**src/design/hepm_pkg.sv**
```systemverilog
package hepm_pkg;

  // Field widths
  localparam int SAMPLE_W   = 12;
  localparam int ADC_W      = 13;
  localparam int MV_W       = 16;
  localparam int TIME_W     = 32;
  localparam int LEVEL_W    = 2;
  localparam int PROD_W     = ADC_W + MV_W;
  localparam int CFG_IDX_W  = 3;
  localparam int CFG_DATA_W = 32;

  // Register indexes
  typedef enum logic [CFG_IDX_W-1:0] {
    REG_ADC_LOW      = 3'd0,
    REG_ADC_HIGH     = 3'd1,
    REG_MV_LOW       = 3'd2,
    REG_MV_HIGH      = 3'd3,
    REG_DEAD_LOW     = 3'd4,
    REG_DEAD_HIGH    = 3'd5,
    REG_EDGE_FALLING = 3'd6,
    REG_MAX_INTERVAL = 3'd7
  } reg_index_t;

  // Register reset values
  localparam logic [ADC_W-1:0]  ADC_LOW_RST      = 13'd1876;
  localparam logic [ADC_W-1:0]  ADC_HIGH_RST     = 13'd4096;
  localparam logic [MV_W-1:0]   MV_LOW_RST       = 16'd0;
  localparam logic [MV_W-1:0]   MV_HIGH_RST      = 16'd5000;
  localparam logic [MV_W-1:0]   DEAD_LOW_RST     = 16'd400;
  localparam logic [MV_W-1:0]   DEAD_HIGH_RST    = 16'd4600;
  localparam logic              EDGE_FALLING_RST = 1'b1;
  localparam logic [TIME_W-1:0] MAX_INTERVAL_RST = 32'd2400000;

  // Line level codes
  localparam logic [LEVEL_W-1:0] LEVEL_HIGH = 2'd0;
  localparam logic [LEVEL_W-1:0] LEVEL_LOW  = 2'd1;

  // Sequencer states
  typedef enum logic [2:0] {
    ST_IDLE,
    ST_MUL,
    ST_DIV,
    ST_SCALE,
    ST_FINISH
  } state_t;

  // Divider control
  typedef struct packed {
    logic start;
  } div_req_t;

  typedef struct packed {
    logic done;
  } div_rsp_t;

endpackage

```
**src/design/hepm_div.sv**
```systemverilog
// Restoring unsigned divider, one quotient bit per cycle.
module hepm_div #(
  parameter int NUM_W = hepm_pkg::PROD_W,
  parameter int DEN_W = hepm_pkg::ADC_W
) (
  input  logic                clk,
  input  logic                rst,
  input  hepm_pkg::div_req_t  req,
  input  logic [NUM_W-1:0]    num,
  input  logic [DEN_W-1:0]    den,
  output hepm_pkg::div_rsp_t  rsp,
  output logic [NUM_W-1:0]    quot
);

  localparam int CNT_W = $clog2(NUM_W + 1);

  logic [CNT_W-1:0] cnt;
  logic [DEN_W-1:0] rem;
  logic [DEN_W-1:0] dvs;
  logic [NUM_W-1:0] quo;
  logic             done;
  logic [DEN_W:0]   shifted;
  logic [DEN_W:0]   trial;
  logic             fits;

  // Shift in the next dividend bit and try the subtract
  always_comb begin
    shifted = {rem, quo[NUM_W-1]};
    trial   = shifted - {1'b0, dvs};
    fits    = (shifted >= {1'b0, dvs});
  end

  // Control: iteration count and done pulse
  always_ff @(posedge clk) begin
    if (rst) begin
      cnt  <= '0;
      done <= 1'b0;
    end else if (req.start) begin
      cnt  <= CNT_W'(NUM_W);
      done <= 1'b0;
    end else if (cnt != '0) begin
      cnt  <= cnt - CNT_W'(1);
      done <= (cnt == CNT_W'(1));
    end else begin
      done <= 1'b0;
    end
  end

  // Datapath: remainder and quotient shift register
  always_ff @(posedge clk) begin
    if (req.start) begin
      rem <= '0;
      dvs <= den;
      quo <= num;
    end else if (cnt != '0) begin
      rem <= fits ? trial[DEN_W-1:0] : shifted[DEN_W-1:0];
      quo <= {quo[NUM_W-2:0], fits};
    end
  end

  assign rsp.done = done;
  assign quot     = quo;

endmodule

```
**src/design/hysteresis_edge_period_meter.sv**
```systemverilog
// Channel  Handshake              Payload
// -------  ---------------------  ----------------------------------------------
// in       in_valid / in_stall    sample, time_us
// out      out_valid / out_stall  millivolts, line_level, edge_seen,
//                                 interval_valid, interval_us
// cfg      cfg_write              cfg_index, cfg_data
//
// Each sample passes through the states MUL (multiply), DIV (the bit-serial divider
// works out 29 quotient bits and pulses done), SCALE (final offset) and FINISH
// (level and interval compare as the result loads into the output register).
// The next sample is taken only once the result is loaded, never while one is in work.
// in_stall is high during reset and from acceptance until the result is loaded into
// the output register; a stalled output holds the block in its last step.
// Reset (rst, synchronous) restores the register defaults, sets the line high
// and clears the last edge time.
module hysteresis_edge_period_meter (
  input  logic                                clk,
  input  logic                                rst,
  input  logic                                in_valid,
  output logic                                in_stall,
  input  logic [hepm_pkg::SAMPLE_W-1:0]       sample,
  input  logic [hepm_pkg::TIME_W-1:0]         time_us,
  output logic                                out_valid,
  input  logic                                out_stall,
  output logic [hepm_pkg::MV_W-1:0]           millivolts,
  output logic [hepm_pkg::LEVEL_W-1:0]        line_level,
  output logic                                edge_seen,
  output logic                                interval_valid,
  output logic [hepm_pkg::TIME_W-1:0]         interval_us,
  input  logic                                cfg_write,
  input  logic [hepm_pkg::CFG_IDX_W-1:0]      cfg_index,
  input  logic [hepm_pkg::CFG_DATA_W-1:0]     cfg_data
);

  localparam int ADC_W  = hepm_pkg::ADC_W;
  localparam int MV_W   = hepm_pkg::MV_W;
  localparam int TIME_W = hepm_pkg::TIME_W;
  localparam int PROD_W = hepm_pkg::PROD_W;

  // Configuration registers
  logic [ADC_W-1:0]  adc_low;
  logic [ADC_W-1:0]  adc_high;
  logic [MV_W-1:0]   mv_low;
  logic [MV_W-1:0]   mv_high;
  logic [MV_W-1:0]   dead_low;
  logic [MV_W-1:0]   dead_high;
  logic              edge_falling;
  logic [TIME_W-1:0] max_interval;

  // Sequencer and working registers
  hepm_pkg::state_t   state;
  hepm_pkg::state_t   state_next;
  logic [ADC_W-1:0]   offset;
  logic [TIME_W-1:0]  stamp;
  logic [MV_W-1:0]    mv;
  logic               last_low;
  logic [TIME_W-1:0]  last_edge_time;

  // Datapath nets
  logic [ADC_W-1:0]   code;
  logic [ADC_W-1:0]   clamped;
  logic               neg_scale;
  logic [MV_W-1:0]    span;
  logic [PROD_W-1:0]  product;
  logic [ADC_W-1:0]   window;
  logic [PROD_W-1:0]  quot;
  logic [MV_W-1:0]    mv_scaled;
  logic               in_zone;
  logic               cur_low;
  logic               edge_hit;
  logic               low_next;
  logic [TIME_W-1:0]  elapsed;
  logic               load_out;
  hepm_pkg::div_req_t div_req;
  hepm_pkg::div_rsp_t div_rsp;

  // Write configuration registers
  always_ff @(posedge clk) begin
    if (rst) begin
      adc_low      <= hepm_pkg::ADC_LOW_RST;
      adc_high     <= hepm_pkg::ADC_HIGH_RST;
      mv_low       <= hepm_pkg::MV_LOW_RST;
      mv_high      <= hepm_pkg::MV_HIGH_RST;
      dead_low     <= hepm_pkg::DEAD_LOW_RST;
      dead_high    <= hepm_pkg::DEAD_HIGH_RST;
      edge_falling <= hepm_pkg::EDGE_FALLING_RST;
      max_interval <= hepm_pkg::MAX_INTERVAL_RST;
    end else if (cfg_write) begin
      unique case (hepm_pkg::reg_index_t'(cfg_index))
        hepm_pkg::REG_ADC_LOW:      adc_low      <= cfg_data[ADC_W-1:0];
        hepm_pkg::REG_ADC_HIGH:     adc_high     <= cfg_data[ADC_W-1:0];
        hepm_pkg::REG_MV_LOW:       mv_low       <= cfg_data[MV_W-1:0];
        hepm_pkg::REG_MV_HIGH:      mv_high      <= cfg_data[MV_W-1:0];
        hepm_pkg::REG_DEAD_LOW:     dead_low     <= cfg_data[MV_W-1:0];
        hepm_pkg::REG_DEAD_HIGH:    dead_high    <= cfg_data[MV_W-1:0];
        hepm_pkg::REG_EDGE_FALLING: edge_falling <= cfg_data[0];
        hepm_pkg::REG_MAX_INTERVAL: max_interval <= cfg_data[TIME_W-1:0];
        default: ;
      endcase
    end
  end

  // Clamp the sample into the ADC window
  always_comb begin
    code = {1'b0, sample};
    priority if (code < adc_low) begin
      clamped = adc_low;
    end else if (code > adc_high) begin
      clamped = adc_high;
    end else begin
      clamped = code;
    end
  end

  // Scale magnitude and sign, then the product for the divider
  assign neg_scale = (mv_high < mv_low);
  assign span      = neg_scale ? (mv_low - mv_high) : (mv_high - mv_low);
  assign product   = PROD_W'(offset) * PROD_W'(span);
  assign window    = adc_high - adc_low;
  assign div_req.start = (state == hepm_pkg::ST_MUL);

  hepm_div #(
    .NUM_W (PROD_W),
    .DEN_W (ADC_W)
  ) u_div (
    .clk  (clk),
    .rst  (rst),
    .req  (div_req),
    .num  (product),
    .den  (window),
    .rsp  (div_rsp),
    .quot (quot)
  );

  // Apply the offset; an empty window gives the low voltage
  always_comb begin
    if (adc_high <= adc_low) begin
      mv_scaled = mv_low;
    end else if (neg_scale) begin
      mv_scaled = mv_low - quot[MV_W-1:0];
    end else begin
      mv_scaled = mv_low + quot[MV_W-1:0];
    end
  end

  // Hysteresis, edge detection and interval
  always_comb begin
    in_zone  = (dead_low <= mv) && (mv <= dead_high);
    cur_low  = (mv < dead_low);
    low_next = in_zone ? last_low : cur_low;
    if (in_zone) begin
      edge_hit = 1'b0;
    end else if (edge_falling) begin
      edge_hit = !last_low && cur_low;
    end else begin
      edge_hit = last_low && !cur_low;
    end
    elapsed  = stamp - last_edge_time;
  end

  assign load_out = (state == hepm_pkg::ST_FINISH) && (!out_valid || !out_stall);

  // Sequencer state register
  always_ff @(posedge clk) begin
    if (rst) begin
      state <= hepm_pkg::ST_IDLE;
    end else begin
      state <= state_next;
    end
  end

  // Next state and input stall; hold off the input during reset
  always_comb begin
    state_next = state;
    in_stall   = 1'b1;
    unique case (state)
      hepm_pkg::ST_IDLE: begin
        in_stall = rst;
        if (in_valid) state_next = hepm_pkg::ST_MUL;
      end
      hepm_pkg::ST_MUL: begin
        state_next = hepm_pkg::ST_DIV;
      end
      hepm_pkg::ST_DIV: begin
        if (div_rsp.done) state_next = hepm_pkg::ST_SCALE;
      end
      hepm_pkg::ST_SCALE: begin
        state_next = hepm_pkg::ST_FINISH;
      end
      hepm_pkg::ST_FINISH: begin
        if (load_out) state_next = hepm_pkg::ST_IDLE;
      end
      default: state_next = hepm_pkg::ST_IDLE;
    endcase
  end

  // Capture the transaction and the scaled voltage
  always_ff @(posedge clk) begin
    if (state == hepm_pkg::ST_IDLE && in_valid) begin
      offset <= clamped - adc_low;
      stamp  <= time_us;
    end
    if (state == hepm_pkg::ST_SCALE) begin
      mv <= mv_scaled;
    end
  end

  // Update line level and edge time as the result leaves
  always_ff @(posedge clk) begin
    if (rst) begin
      last_low       <= 1'b0;
      last_edge_time <= '0;
    end else if (load_out) begin
      last_low <= low_next;
      if (edge_hit) last_edge_time <= stamp;
    end
  end

  // Output register
  always_ff @(posedge clk) begin
    if (rst) begin
      out_valid <= 1'b0;
    end else if (load_out) begin
      out_valid <= 1'b1;
    end else if (!out_stall) begin
      out_valid <= 1'b0;
    end
  end

  always_ff @(posedge clk) begin
    if (load_out) begin
      millivolts     <= mv;
      line_level     <= low_next ? hepm_pkg::LEVEL_LOW : hepm_pkg::LEVEL_HIGH;
      edge_seen      <= edge_hit;
      interval_valid <= edge_hit && (elapsed < max_interval);
      interval_us    <= edge_hit ? elapsed : '0;
    end
  end

endmodule

```
**config.mk**
```make
export PLATFORM = sky130hd
export DESIGN_NAME = hysteresis_edge_period_meter
export DESIGN_NICKNAME = d
export VERILOG_FILES = /design/src/design/hepm_pkg.sv /design/src/design/hepm_div.sv /design/src/design/hysteresis_edge_period_meter.sv
export SDC_FILE = /design/constraint.sdc
export NUM_CORES = 1
export LEC_CHECK = 0
export ABC_AREA = 1
export BUFFER_PORTS_ARGS = -buffer_cell sky130_fd_sc_hd__buf_2
export CAP_MARGIN = 20
export CORE_ASPECT_RATIO = 1.2
export CORE_MARGIN = 2
export CORE_UTILIZATION = 45
export DETAILED_ROUTE_END_ITERATION = 16
export SYNTH_ARGS = -nofsm -noshare
export SYNTH_HDL_FRONTEND = slang
export SYNTH_SLANG_ARGS = --single-unit
```
**constraint.sdc**
```tcl
create_clock -name clk -period 5.8 [get_ports clk]
set_input_delay 0.29 -clock clk [delete_from_list [all_inputs] [get_ports clk]]
set_output_delay 0.29 -clock clk [all_outputs]
set_load 0.03 [all_outputs]
```
==> results.yml <==
final_layout:
  final_nets: 4633
  area_growth_pct: 26.9
  layout_commonest_cell: "inv_1"
  final.fill_count: 5838
  final_cell_mix: "641 x inv_1, 607 x nand2_1, 293 x nor2_1"
  drive_above_1_share_pct: 22.6
  seq_area_mm2: 0.00823
  multi_input_area_mm2: 0.0186
clock_network:
  cts_buffers: 37
  insertion_delay_ps: 550
  cts_root_buf: "clkbuf_16"
  htreeDepth: 2
  cts.sinks: 333
  clk_path_buf_depth: 3
  cts.reportedPaths.clkPinSlew_ps: 70
  cts_tree: "yes"
detailed_routing:
  vias: 25300
  drc_errors: 0
  drtPass1Iterations: 5
  viasPerCell: 5.11
  finalWirelength_mm: 86.7
  routedWlPerCell_um: 17.5
  ant_nets: 0
  drt-initial-drc-count: 1513
synth:
  synth.area.top_cells: "edfxtp_1 16%, dfxtp_1 13%, ha_1 12%"
  synth_fa_ha_area_share_pct: 23.9
  syn_area_mm2: 0.0280
  synth_top_area_cell: "edfxtp_1"
  synth_top_family_by_area: "adder cells"
  ys_seq_area_share_pct: 29.3
  yosys.area_share.simple_pct: 19.7
  synth_fp_nets: 4179
  yosysUniqueCellTypes: 54
  synth_mux_area_share_pct: 0
  synth-xor-area-share_pct: 3.37
  synth_compound_area_share_pct: 12.6
  synth_top_area_share_pct: 16.5
  netlist_instances: 3656
  synth-seq-cells: 333
  syn_avg_cell_area_um2: 7.67
  ys.warnings.count: 0
die:
  rows: 100
  dieArea_mm2: 0.0643
  coreArea_mm2: 0.0618
  start_util_pct: 45.4
  die_w_um: 232
  ios: 138
  die_h_um: 277
setup_path:
  crit_path_end_kind: "flip-flop"
  crit_type: "flip-flop to flip-flop"
  slowest_stage: "fa_1"
  path_common_cell: "nand2_2"
  cp.required_ps: 6090
  arrival_ps: 6610
  max_stage_delay_ps: 540
  start_kind: "flip-flop"
  critPathMaxFanout: 7
timing:
  slew_viol_final: 0
  final-hold-violation-count: 0
  tns_ps: -7840
  rsz0062_at_grt: "true"
  tightest_slew_ps: 981
  fin_hold_ws_ps: 27.7
  finClkSkew_ps: 24.2
  maxClockFrequency_ghz: 0.158
  fin_ws_ps: -518
  finalCriticalPeriod_ps: 6320
  fin_crit_sh_pct: 109
  setup_viol: 20
  relSlewSlack_pct: 34.3
global_routing:
  grt_start_max_net_pins: 106
  antenna_found_initial: 10
  grt_remaining_overflow: 0
  grt_pass1_wl_mm: 137
  grt_usage_pct: 27.0
  grt_pass1_vias: 25700
run_status:
  outcome: "finished with violations"
  violations: "setup timing"
min_path:
  hold_class: "input pin to flip-flop"
place:
  io_buffers: 136
  dp_hpwl_mm: 68.5
  gp_congestion: 0.961
run:
  cap_violations: 0
metrics by stage:
| step | worst slack, ps | area, um^2 | std cells | utilization, % |
|---|---|---|---|---|
| final | -518 | 35600 | 4957 | 57.6 |
| after global routing | -809 | 35600 | 4954 | 57.6 |
| after global placement | -667 | 32200 | 4800 | 52.0 |
| after floorplan | -39.1 | 28700 | 3656 | - |
| after CTS | -479 | 34700 | 4933 | 56.2 |
| after detailed placement | -712 | 32200 | 4800 | 52.0 |
path summary, 6_finish.rpt:
kind / start / end / slack [ps] / depth (start not counted)
max: mv_low[0] / u_div.quot[22] / -520 / 35
min: cfg_data[26] / max_interval[26] / 30 / 3
max reg2reg: mv_low[0] / u_div.quot[22] / -520 / 35
min reg2reg: u_div.cnt[4] / u_div.rsp / 460 / 1
sequential cells by signal, indices dropped and copies added, names as in the netlist, 5 cells and up:
register	count
max_interval	32
interval_us	32
stamp	32
mv_low	16
millivolts	16
dead_high	16
mv	16
u_div.quot	29
last_edge_time	32
dead_low	16
adc_low	13
u_div.cnt	5
adc_high	13
u_div.rem	13
offset	13
mv_high	16
u_div.dvs	13
routing by layer:
| layer | wire length (um) | vias up | GRT usage, % |
|---|---|---|---|
| met5 | 60 | - | 0 |
| li1 | - | 12600 | - |
| met1 | 35400 | 12000 | 32.2 |
| met3 | 3530 | 175 | 3.31 |
| met2 | 44500 | 530 | 49.2 |
| met4 | 3230 | 10 | 9.83 |
final cells by class:
type	instances	share of cell area [%]
Sequential cell	333	23.1
Antenna cell	3	0.0211
Clock inverter	21	0.608
Timing Repair Buffer	502	10.6
Multi-Input combinational cell	2514	52.2
Clock buffer	46	2.82
Inverter	722	7.78
Tap cell	816	2.87
cells by family after synthesis:
| kind of cell | count (synthesis) |
|---|---|
| other | 1 |
| XOR/XNOR | 108 |
| buffers and inverters | 809 |
| AND/OR/NAND/NOR | 1323 |
| flip-flops | 333 |
| adder cells (fa/ha/maj) | 439 |
| AO/OA/AOI/OAI | 643 |
critical path, delay by kind of cell (launching register included):
kind | cells | cell delay [ps]
adder cells (fa/ha/maj) | 8 | 3210
AND/OR/NAND/NOR | 15 | 1230
buffers and inverters | 10 | 800
AO/OA/AOI/OAI | 2 | 400
flip-flops | 1 | 380
cell usage after synthesis (all sizes together):
library cell	count
nand3	163
a21oi	290
inv	715
or2	11
and2	1
xnor2	35
conb	1
dfxtp	179
a21o	20
o31ai	4
edfxtp	154
nor2	338
a2111oi	1
nand4	55
clkbuf	58
fa	161
o21ai	244
nor3	35
o22ai	1
clkinv	7
a21boi	8
a31oi	9
a211oi	4
nor4	6
nand3b	6
o311ai	1
o221ai	2
o21bai	17
xor2	73
buf	29
ha	278
o21a	11
o211ai	31
nand2	708
repair_timing:
item | in CTS | in global routing
hold buffers | 37 | 0
endpoints found under the hold margin | 37 | 0
setup endpoints to repair | 22 | 23
pin swaps | 91 | 128
resized for setup | 196 | 177
buffers inserted | 30 | 22
Power is not shown: default switching activity piles up to over one toggle a cycle in this logic, so the estimate is an artifact.
